`src/rtl/core/crpm_pkg.sv`:
```
`timescale 1ns / 1ps

package crpm_pkg;

  localparam int unsigned MaxLinesDef = 15;
  localparam int unsigned FieldCount  = 5;
  localparam int unsigned BoundW      = 7;
  localparam int unsigned MaskW       = 15;
  localparam int unsigned CountOutW   = 4;

  typedef logic [BoundW-1:0] bound_t;

  typedef struct packed {
    bound_t [FieldCount-1:0] lo;
    bound_t [FieldCount-1:0] hi;
  } line_row_t;

  typedef struct packed {
    logic [2:0] field;
    logic [1:0] dash;
    logic       second;
    logic       star;
  } parse_t;

  typedef struct packed {
    logic line_inc;
    logic set_ovf;
    logic row_we;
  } byte_ctl_t;

  typedef enum logic [1:0] {
    KindByte    = 2'd0,
    KindTick    = 2'd1,
    KindRestart = 2'd2
  } kind_e;

  typedef enum logic [2:0] {
    StIdle,
    StByteRd,
    StByteWr,
    StTickRd,
    StTickCmp,
    StDone
  } state_e;

  localparam logic [7:0] CharZero    = 8'd48;
  localparam logic [7:0] CharNine    = 8'd57;
  localparam logic [7:0] CharSpace   = 8'd32;
  localparam logic [7:0] CharDash    = 8'd45;
  localparam logic [7:0] CharStar    = 8'd42;
  localparam logic [7:0] CharNewline = 8'd10;

  localparam logic [2:0] FieldFirst = 3'd1;
  localparam logic [2:0] FieldLast  = 3'd5;
  localparam logic [2:0] FieldSat   = 3'd7;
  localparam logic [2:0] WeekdayIdx = 3'd4;
  localparam logic [1:0] DashSat    = 2'd3;

  localparam bound_t [FieldCount-1:0] FullLo = {7'd0, 7'd1, 7'd1, 7'd0, 7'd0};
  localparam bound_t [FieldCount-1:0] FullHi = {7'd6, 7'd12, 7'd31, 7'd23, 7'd59};

  localparam parse_t ParseReset = '{field: FieldFirst, dash: 2'd0, second: 1'b0, star: 1'b0};

endpackage

```
`src/rtl/core/crpm_line_ram.sv`:
```
`timescale 1ns / 1ps

module crpm_line_ram #(
  parameter int unsigned Depth = crpm_pkg::MaxLinesDef,
  parameter int unsigned IdxW  = 4
) (
  input  logic                    clk_i,
  input  logic                    rst_ni,
  input  logic                    we_i,
  input  logic [IdxW-1:0]         waddr_i,
  input  crpm_pkg::line_row_t     wdata_i,
  input  logic [IdxW-1:0]         raddr_i,
  output crpm_pkg::line_row_t     rdata_o
);
  import crpm_pkg::*;

  line_row_t              mem_q [Depth];
  logic      [Depth-1:0]  valid_q;
  line_row_t              rd_q;
  logic                   rd_valid_q;

  always_ff @(posedge clk_i) begin
    if (we_i) begin
      mem_q[waddr_i] <= wdata_i;
    end
    rd_q <= mem_q[raddr_i];
  end

  always_ff @(posedge clk_i or negedge rst_ni) begin
    if (!rst_ni) begin
      valid_q    <= '0;
      rd_valid_q <= 1'b0;
    end else begin
      if (we_i) begin
        valid_q[waddr_i] <= 1'b1;
      end
      rd_valid_q <= valid_q[raddr_i];
    end
  end

  assign rdata_o = rd_valid_q ? rd_q : '0;

endmodule

```
`src/rtl/core/crpm_line_unit.sv`:
```
`timescale 1ns / 1ps

module crpm_line_unit (
  input  logic                                        have_line_i,
  input  logic [7:0]                                  char_i,
  input  crpm_pkg::parse_t                            ps_i,
  input  crpm_pkg::line_row_t                         row_i,
  input  crpm_pkg::bound_t [crpm_pkg::FieldCount-1:0] now_i,
  output crpm_pkg::parse_t                            ps_o,
  output crpm_pkg::line_row_t                         row_o,
  output crpm_pkg::byte_ctl_t                         ctl_o,
  output logic                                        hit_o
);
  import crpm_pkg::*;

  logic       in_fields;
  logic [2:0] fidx;
  bound_t     slot;
  bound_t     times10;
  bound_t     digit_val;
  logic [3:0] digit;

  always_comb begin
    in_fields = (ps_i.field >= FieldFirst) && (ps_i.field <= FieldLast);
    fidx      = in_fields ? 3'(ps_i.field - FieldFirst) : 3'd0;
    digit     = char_i[3:0];
    slot      = (ps_i.dash == 2'd0) ? row_i.lo[fidx] : row_i.hi[fidx];
    times10   = 7'({slot[3:0], 3'b000} + {slot[5:0], 1'b0});
    digit_val = ps_i.second ? 7'(times10 + {3'b000, digit}) : {3'b000, digit};

    row_o = row_i;
    ps_o  = ps_i;
    ctl_o = '0;

    priority if ((char_i >= CharZero) && (char_i <= CharNine)) begin
      if (in_fields && have_line_i && (ps_i.dash <= 2'd1)) begin
        ctl_o.row_we = 1'b1;
        ps_o.second  = !ps_i.second;
        if (ps_i.dash == 2'd0) begin
          row_o.lo[fidx] = digit_val;
          if (fidx == WeekdayIdx) begin
            row_o.hi[fidx] = digit_val;
          end
        end else begin
          row_o.hi[fidx] = digit_val;
        end
      end
    end else if (char_i == CharSpace) begin
      if (in_fields && (ps_i.dash == 2'd0) && !ps_i.star && have_line_i) begin
        ctl_o.row_we   = 1'b1;
        row_o.hi[fidx] = row_i.lo[fidx];
      end
      if (ps_i.field < FieldSat) begin
        ps_o.field = 3'(ps_i.field + 3'd1);
      end
      ps_o.dash   = 2'd0;
      ps_o.second = 1'b0;
      ps_o.star   = 1'b0;
    end else if (char_i == CharDash) begin
      if (in_fields) begin
        if (ps_i.dash < DashSat) begin
          ps_o.dash = 2'(ps_i.dash + 2'd1);
        end
        ps_o.second = 1'b0;
      end
    end else if (char_i == CharStar) begin
      if (in_fields) begin
        if ((ps_i.dash == 2'd0) && have_line_i) begin
          ctl_o.row_we   = 1'b1;
          row_o.lo[fidx] = FullLo[fidx];
          row_o.hi[fidx] = FullHi[fidx];
        end
        ps_o.star = 1'b1;
      end
    end else if (char_i == CharNewline) begin
      if (have_line_i) begin
        ctl_o.line_inc = 1'b1;
        ps_o           = ParseReset;
      end else begin
        ctl_o.set_ovf = 1'b1;
      end
    end else begin
      ps_o = ps_i;
    end

    hit_o = 1'b1;
    for (int f = 0; f < FieldCount; f++) begin
      if ((now_i[f] < row_i.lo[f]) || (now_i[f] > row_i.hi[f])) begin
        hit_o = 1'b0;
      end
    end
  end

endmodule

```
`src/rtl/core/cron_range_parser_matcher.sv`:
```
`timescale 1ns / 1ps

// Cron schedule matcher. Crontab text is fed one byte per word (kind 0) and
// parsed into a table of schedule lines with low and high bounds per field.
// A tick word (kind 1) compares the current time with every loaded line and
// returns a match mask; a restart word (kind 2) empties the line count.
// A word is taken when start_i is high while busy_o is low. Every word yields
// exactly one result, shown for one cycle with done_o high, carrying the match
// mask, the number of loaded lines and the table full flag.
// A text byte passes through a read of the current line from the line memory,
// one update through the line unit with a write back, and the result cycle. A
// tick reads and checks the loaded lines in turn, up to 15 of them, since the
// line unit checks one line per memory read, and then gives its result. A
// restart or an unknown kind goes straight to the result. busy_o stays high
// until the result cycle ends. The receiver cannot stall results.
// Reset clears the line count, parse state and flags; line memory rows read as
// zero until first written.
module cron_range_parser_matcher #(
  parameter int unsigned MAX_LINES = crpm_pkg::MaxLinesDef
) (
  input  logic                              clk_i,
  input  logic                              rst_ni,
  input  logic                              start_i,
  output logic                              busy_o,
  input  logic [1:0]                        kind_i,
  input  logic [7:0]                        char_code_i,
  input  logic [5:0]                        minute_i,
  input  logic [4:0]                        hour_i,
  input  logic [4:0]                        day_of_month_i,
  input  logic [3:0]                        month_i,
  input  logic [2:0]                        day_of_week_i,
  output logic                              done_o,
  output logic [crpm_pkg::MaskW-1:0]        match_mask_o,
  output logic [crpm_pkg::CountOutW-1:0]    lines_loaded_o,
  output logic                              table_full_o
);
  import crpm_pkg::*;

  localparam int unsigned IdxW = (MAX_LINES > 1) ? $clog2(MAX_LINES) : 1;
  localparam int unsigned CntW = $clog2(MAX_LINES + 1);

  state_e                     state_q, state_d;
  logic   [7:0]               char_q, char_d;
  bound_t [FieldCount-1:0]    now_q, now_d;
  logic   [CntW-1:0]          line_q, line_d;
  logic   [CntW-1:0]          idx_q, idx_d;
  parse_t                     ps_q, ps_d;
  logic                       ovf_q, ovf_d;
  logic   [MaskW-1:0]         mask_q, mask_d;

  logic                       have_line;
  logic   [7:0]               line_ext;
  logic   [7:0]               idx_ext;
  logic   [7:0]               tick_lim;
  logic   [IdxW-1:0]          raddr;
  logic                       ram_we;
  line_row_t                  ram_rdata;
  line_row_t                  unit_row;
  parse_t                     unit_ps;
  byte_ctl_t                  unit_ctl;
  logic                       unit_hit;

  assign have_line = line_q < CntW'(MAX_LINES);
  assign line_ext  = 8'(line_q);
  assign idx_ext   = 8'(idx_q);
  assign tick_lim  = (line_ext < 8'd15) ? line_ext : 8'd15;
  assign raddr     = (state_q == StTickRd) ? idx_q[IdxW-1:0] : line_q[IdxW-1:0];
  assign ram_we    = (state_q == StByteWr) && unit_ctl.row_we;

  crpm_line_ram #(
    .Depth (MAX_LINES),
    .IdxW  (IdxW)
  ) u_line_ram (
    .clk_i   (clk_i),
    .rst_ni  (rst_ni),
    .we_i    (ram_we),
    .waddr_i (line_q[IdxW-1:0]),
    .wdata_i (unit_row),
    .raddr_i (raddr),
    .rdata_o (ram_rdata)
  );

  crpm_line_unit u_line_unit (
    .have_line_i (have_line),
    .char_i      (char_q),
    .ps_i        (ps_q),
    .row_i       (ram_rdata),
    .now_i       (now_q),
    .ps_o        (unit_ps),
    .row_o       (unit_row),
    .ctl_o       (unit_ctl),
    .hit_o       (unit_hit)
  );

  always_ff @(posedge clk_i or negedge rst_ni) begin
    if (!rst_ni) begin
      state_q <= StIdle;
      line_q  <= '0;
      idx_q   <= '0;
      ps_q    <= ParseReset;
      ovf_q   <= 1'b0;
      mask_q  <= '0;
    end else begin
      state_q <= state_d;
      line_q  <= line_d;
      idx_q   <= idx_d;
      ps_q    <= ps_d;
      ovf_q   <= ovf_d;
      mask_q  <= mask_d;
    end
  end

  always_ff @(posedge clk_i) begin
    char_q <= char_d;
    now_q  <= now_d;
  end

  always_comb begin
    state_d = state_q;
    char_d  = char_q;
    now_d   = now_q;
    line_d  = line_q;
    idx_d   = idx_q;
    ps_d    = ps_q;
    ovf_d   = ovf_q;
    mask_d  = mask_q;

    unique case (state_q)
      StIdle: begin
        if (start_i) begin
          char_d = char_code_i;
          now_d  = {7'(day_of_week_i), 7'(month_i), 7'(day_of_month_i),
                    7'(hour_i), 7'(minute_i)};
          mask_d = '0;
          idx_d  = '0;
          unique case (kind_i)
            KindByte:    state_d = StByteRd;
            KindTick:    state_d = StTickRd;
            KindRestart: begin
              line_d  = '0;
              ovf_d   = 1'b0;
              ps_d    = ParseReset;
              state_d = StDone;
            end
            default:     state_d = StDone;
          endcase
        end
      end
      StByteRd: begin
        state_d = StByteWr;
      end
      StByteWr: begin
        ps_d = unit_ps;
        if (unit_ctl.line_inc) begin
          line_d = CntW'(line_q + 1'b1);
        end
        if (unit_ctl.set_ovf) begin
          ovf_d = 1'b1;
        end
        state_d = StDone;
      end
      StTickRd: begin
        if (idx_ext < tick_lim) begin
          state_d = StTickCmp;
        end else begin
          state_d = StDone;
        end
      end
      StTickCmp: begin
        if (unit_hit) begin
          mask_d[idx_ext[3:0]] = 1'b1;
        end
        idx_d   = CntW'(idx_q + 1'b1);
        state_d = StTickRd;
      end
      StDone: begin
        state_d = StIdle;
      end
      default: state_d = StIdle;
    endcase
  end

  assign busy_o         = state_q != StIdle;
  assign done_o         = state_q == StDone;
  assign match_mask_o   = mask_q;
  assign lines_loaded_o = line_ext[CountOutW-1:0];
  assign table_full_o   = ovf_q;

`ifndef SYNTH
  assert property (@(posedge clk_i) disable iff (!rst_ni)
    line_q <= CntW'(MAX_LINES))
    else $error("line count beyond table depth");

  assert property (@(posedge clk_i) disable iff (!rst_ni)
    ovf_q |-> (line_q == CntW'(MAX_LINES)))
    else $error("table full flag set while table has room");

  assert property (@(posedge clk_i) disable iff (!rst_ni)
    done_o |=> !busy_o)
    else $error("block still busy after result");

  assert property (@(posedge clk_i) disable iff (!rst_ni)
    (state_q == StTickCmp) |-> (idx_ext < tick_lim))
    else $error("match step past loaded lines");
`endif

endmodule

```
`config.mk`:
```
export PLATFORM = sky130hd
export DESIGN_NAME = cron_range_parser_matcher
export DESIGN_NICKNAME = d
export VERILOG_FILES = /design/src/rtl/core/crpm_pkg.sv /design/src/rtl/core/crpm_line_ram.sv /design/src/rtl/core/crpm_line_unit.sv /design/src/rtl/core/cron_range_parser_matcher.sv
export SDC_FILE = /design/constraint.sdc
export NUM_CORES = 2
export LEC_CHECK = 0
export BUFFER_PORTS_ARGS = -buffer_cell sky130_fd_sc_hd__buf_4
export CORE_AREA = 10 10 389 391
export CTS_CLUSTER_DIAMETER = 80
export CTS_CLUSTER_SIZE = 40
export DETAILED_ROUTE_END_ITERATION = 8
export DIE_AREA = 0 0 399 401
export HOLD_SLACK_MARGIN = 0.12
export PLACE_DENSITY = 0.53
export RECOVER_POWER = 50
export SYNTH_ARGS = -nofsm -noshare
export SYNTH_HDL_FRONTEND = slang
export SYNTH_SLANG_ARGS = --single-unit
export TNS_END_PERCENT = 100
```
`constraint.sdc`:
```
create_clock -name clk_i -period 12.77 [get_ports clk_i]
set_input_delay 1.277 -clock clk_i [delete_from_list [all_inputs] [get_ports clk_i]]
set_output_delay 1.277 -clock clk_i [all_outputs]
set_load 0.01 [all_outputs]
```
==> flow_metrics.env <==
export IMPL_outcome="finished with violations"
export IMPL_failed_checks="capacitance limit, slew limit"
export IMPL_port_buffers=57
export IMPL_holdCritPathClass="register to register"
export IMPL_max_cap_viol_count=37
export IMPL_placed_area_mm2=0.0525
export IMPL_yosys_area_top_type="edfxtp_1"
export IMPL_grt_pass1_vias=30478
export IMPL_cp_required_ns=13.01
export IMPL_place_ws_ns=5.46
export IMPL_fin_area_mm2=0.0542
export IMPL_synthArstFlopShare_pct=4.16
export IMPL_ys_seq_area_share_pct=70.5
export IMPL_ys_seq_elements=1201
export IMPL_cp_endpoint="u_line_ram.mem_q[3][35]"
export IMPL_cp_end_kind="register"
export IMPL_clk_pin_slew_ns=0.12
export IMPL_hold_buffers=0
export IMPL_die_height_um=401
export IMPL_clock_fmax_mhz=101
export IMPL_wl_per_cell_um=25.1
export IMPL_dieArea_mm2=0.160
export IMPL_multi_input_area_mm2=0.0136
export IMPL_grtUsageTotal_pct=17.9
export IMPL_seq_area_mm2=0.0351
export IMPL_tns_ns=0
export IMPL_vias=32814
export IMPL_gp_congestion=0.941
export IMPL_cts_sinks=1201
export IMPL_cpMaxStageDelayCell="clkbuf_1"
export IMPL_synth_area_leaders="edfxtp_1 (65%), nand2_1 (8.6%), nand3_1 (3.9%), a311oi_1 (3.6%), dfxtp_1 (2.8%)"
export IMPL_setup_worst_path_start="ps_q[4]"
export IMPL_num_antenna_cells=0
export IMPL_start_util_pct=34.8
export IMPL_finalCritPeriodShare_pct=77.5
export IMPL_antenna_found_initial=3
export IMPL_worstSetupStartpointType="register"
export IMPL_max_slew_margin_pct=-373
export IMPL_synth_ff_type="edfxtp_1"
export IMPL_dp_hpwl_um=82000
export IMPL_p_per_area_mw_per_mm2=183
export IMPL_worstPathArrival_ns=10.13
export IMPL_cts_tree="yes"
export IMPL_overflow=0
export IMPL_remaining_drc_errors=0
export IMPL_r2r_end="u_line_ram.mem_q[3][35]"
export IMPL_grt_setup_unrepaired="false"
export IMPL_ir_drop_uv=181
export IMPL_r2r_start="ps_q[4]"
export IMPL_grt_max_degree=152
export IMPL_grt_pass1_wl_um=217000
export IMPL_holdWs_ns=0.475
export IMPL_max_stage_delay_ns=2.65
export IMPL_layout_drive_gt1_share_pct=5.33
export IMPL_setup_viol=0
export IMPL_core_area_mm2=0.143
export IMPL_path_buf_inv=2
export IMPL_vias_per_cell=5.53
export IMPL_path_class="register to register"
export IMPL_cts_repair_resized=0
export IMPL_area_growth_pct=8.94
export IMPL_synthCells=4053
export IMPL_regToRegSetupSlack_ns=2.87
export IMPL_die_w_um=399
export IMPL_rr_worst_depth=10
export IMPL_syn_nets=4157
export IMPL_post_route_min_period_ns=9.90
export IMPL_power_total_uw=9920
export IMPL_firstDrtPassIters=6
export IMPL_cp_num_cells=10
export IMPL_cts_buffers=58
export IMPL_n_fill_cell=13674
export IMPL_synth_most_common_cell="nand2_1"
export IMPL_tightest_slew_ns=7.09
export IMPL_fin_skew_ns=0.0516
export IMPL_clock_path_buffers=3
export IMPL_insertion_delay_ns=0.73
export IMPL_nets=4089
export IMPL_drt_wl_total_um=149000
export IMPL_cts_root_buffer="clkbuf_16"
export IMPL_num_rows=139
export IMPL_hold_viol=0
export IMPL_synth_top_area_share_pct=65.2
export IMPL_io_pins=58
export IMPL_p_leak_uw=0.0185
export IMPL_path_cells="ha_1, nor4_1, a21o_1, nor4_1, or2_0, o21a_1, nand2_1, nor3_4, clkbuf_1, clkbuf_1"
export IMPL_synth_warnings=0
export IMPL_syn_avg_cell_area_um2=12.3
export IMPL_synth_cell_types=80
export IMPL_ys_top_cells_by_count="nand2_1 (1139), edfxtp_1 (1081), nand3_1 (392), clkbuf_1 (227), a311oi_1 (203)"
export IMPL_slew_viol_final=1334
export IMPL_path_delay_family="buffers and inverters"
export IMPL_h_tree_depth=2
export IMPL_synthesis_area_mm2=0.0498
export IMPL_ant_nets=0
export IMPL_synth_edf_count=1081
export IMPL_drt_iter0_drc=3412
export IMPL_worst_path_max_fanout=39
export IMPL_post_cts_buffers=0
export IMPL_finalWorstSetupSlack_ns=2.87
## routing by layer
layer  wire length, µm  track usage (%)  up-vias
met2             67800             27.7     1255
met3             10000             2.31      193
li1                  -                -    14793
met5                20                0        -
met4              3500             4.44        2
met1             67800             26.5    16571
## stage by stage
stage	util (%)	instances
after floorplan	-	4053
after global placement	36.7	5828
after detailed placement	36.7	5828
after CTS	38.2	5936
after global routing	37.9	5936
final	37.9	5936
## how the worst min path moves through the flow
stage                          start               endpoint  slack, ns  depth (start not counted)
2_1_floorplan  u_line_ram.valid_q[0]  u_line_ram.valid_q[0]       0.43                          1
3_3_place_gp   u_line_ram.valid_q[3]  u_line_ram.valid_q[3]       0.45                          1
3_5_place_dp   u_line_ram.valid_q[1]  u_line_ram.valid_q[1]       0.45                          1
4_1_cts        u_line_ram.valid_q[1]  u_line_ram.valid_q[1]       0.48                          1
5_1_grt        u_line_ram.valid_q[7]  u_line_ram.valid_q[7]       0.49                          1
6_report       u_line_ram.valid_q[1]  u_line_ram.valid_q[1]       0.47                          1
## flip-flops by register name, indices dropped and copies added, names as in the netlist
signal / cells
lines_loaded_o: 4
ps_q: 7
char_q: 8
idx_q: 4
table_full_o: 1
u_line_ram.mem_q: 1050
u_line_ram.valid_q: 15
u_line_ram.rd_q: 70
state_q: 3
u_line_ram.rd_valid_q: 1
now_q: 23
match_mask_o: 15
## power by group
part | internal (µW) | switching (µW) | total, µW
Combinational | 693 | 1770 | 2460
Sequential | 4780 | 279 | 5060
Clock | 982 | 1420 | 2400
## logic make-up after synthesis
group,Yosys count,synth area share [%]
simple gates,1840,15.7
flops,1201,70.5
compound gates,612,8.94
buf+inv,300,2.31
fa+ha+maj,68,1.74
mux,22,0.478
xor+xnor,10,0.251
## final cells by class
type / count / share of cell area [%]
Clock buffer: 64 / 2.80
Sequential cell: 1201 / 64.7
Inverter: 34 / 0.235
Tap cell: 1903 / 4.39
Clock inverter: 44 / 1.23
Timing Repair Buffer: 138 / 1.59
Multi-Input combinational cell: 2552 / 25.0
## cell usage in the layout, fill, tap and decap left out, drive strengths merged, types with 15 or more instances in the layout
| cell | netlist | final |
|---|---|---|
| a311oi | 203 | 203 |
| a21o | 15 | 15 |
| dfxtp | 70 | 70 |
| nand3 | 392 | 392 |
| or2 | 19 | 19 |
| mux2i | 18 | 18 |
| and3 | 60 | 60 |
| nor3 | 17 | 17 |
| a21oi | 95 | 95 |
| clkinv | 0 | 21 |
| inv | 34 | 53 |
| edfxtp | 1081 | 1081 |
| nor2 | 155 | 155 |
| o22ai | 28 | 28 |
| o21ai | 72 | 72 |
| o21a | 17 | 17 |
| a31oi | 90 | 90 |
| ha | 66 | 66 |
| nand2 | 1141 | 1141 |
| clkbuf | 227 | 156 |
| dfrtp | 49 | 49 |
| buf | 39 | 46 |
(Power assumes the default switching activity.)
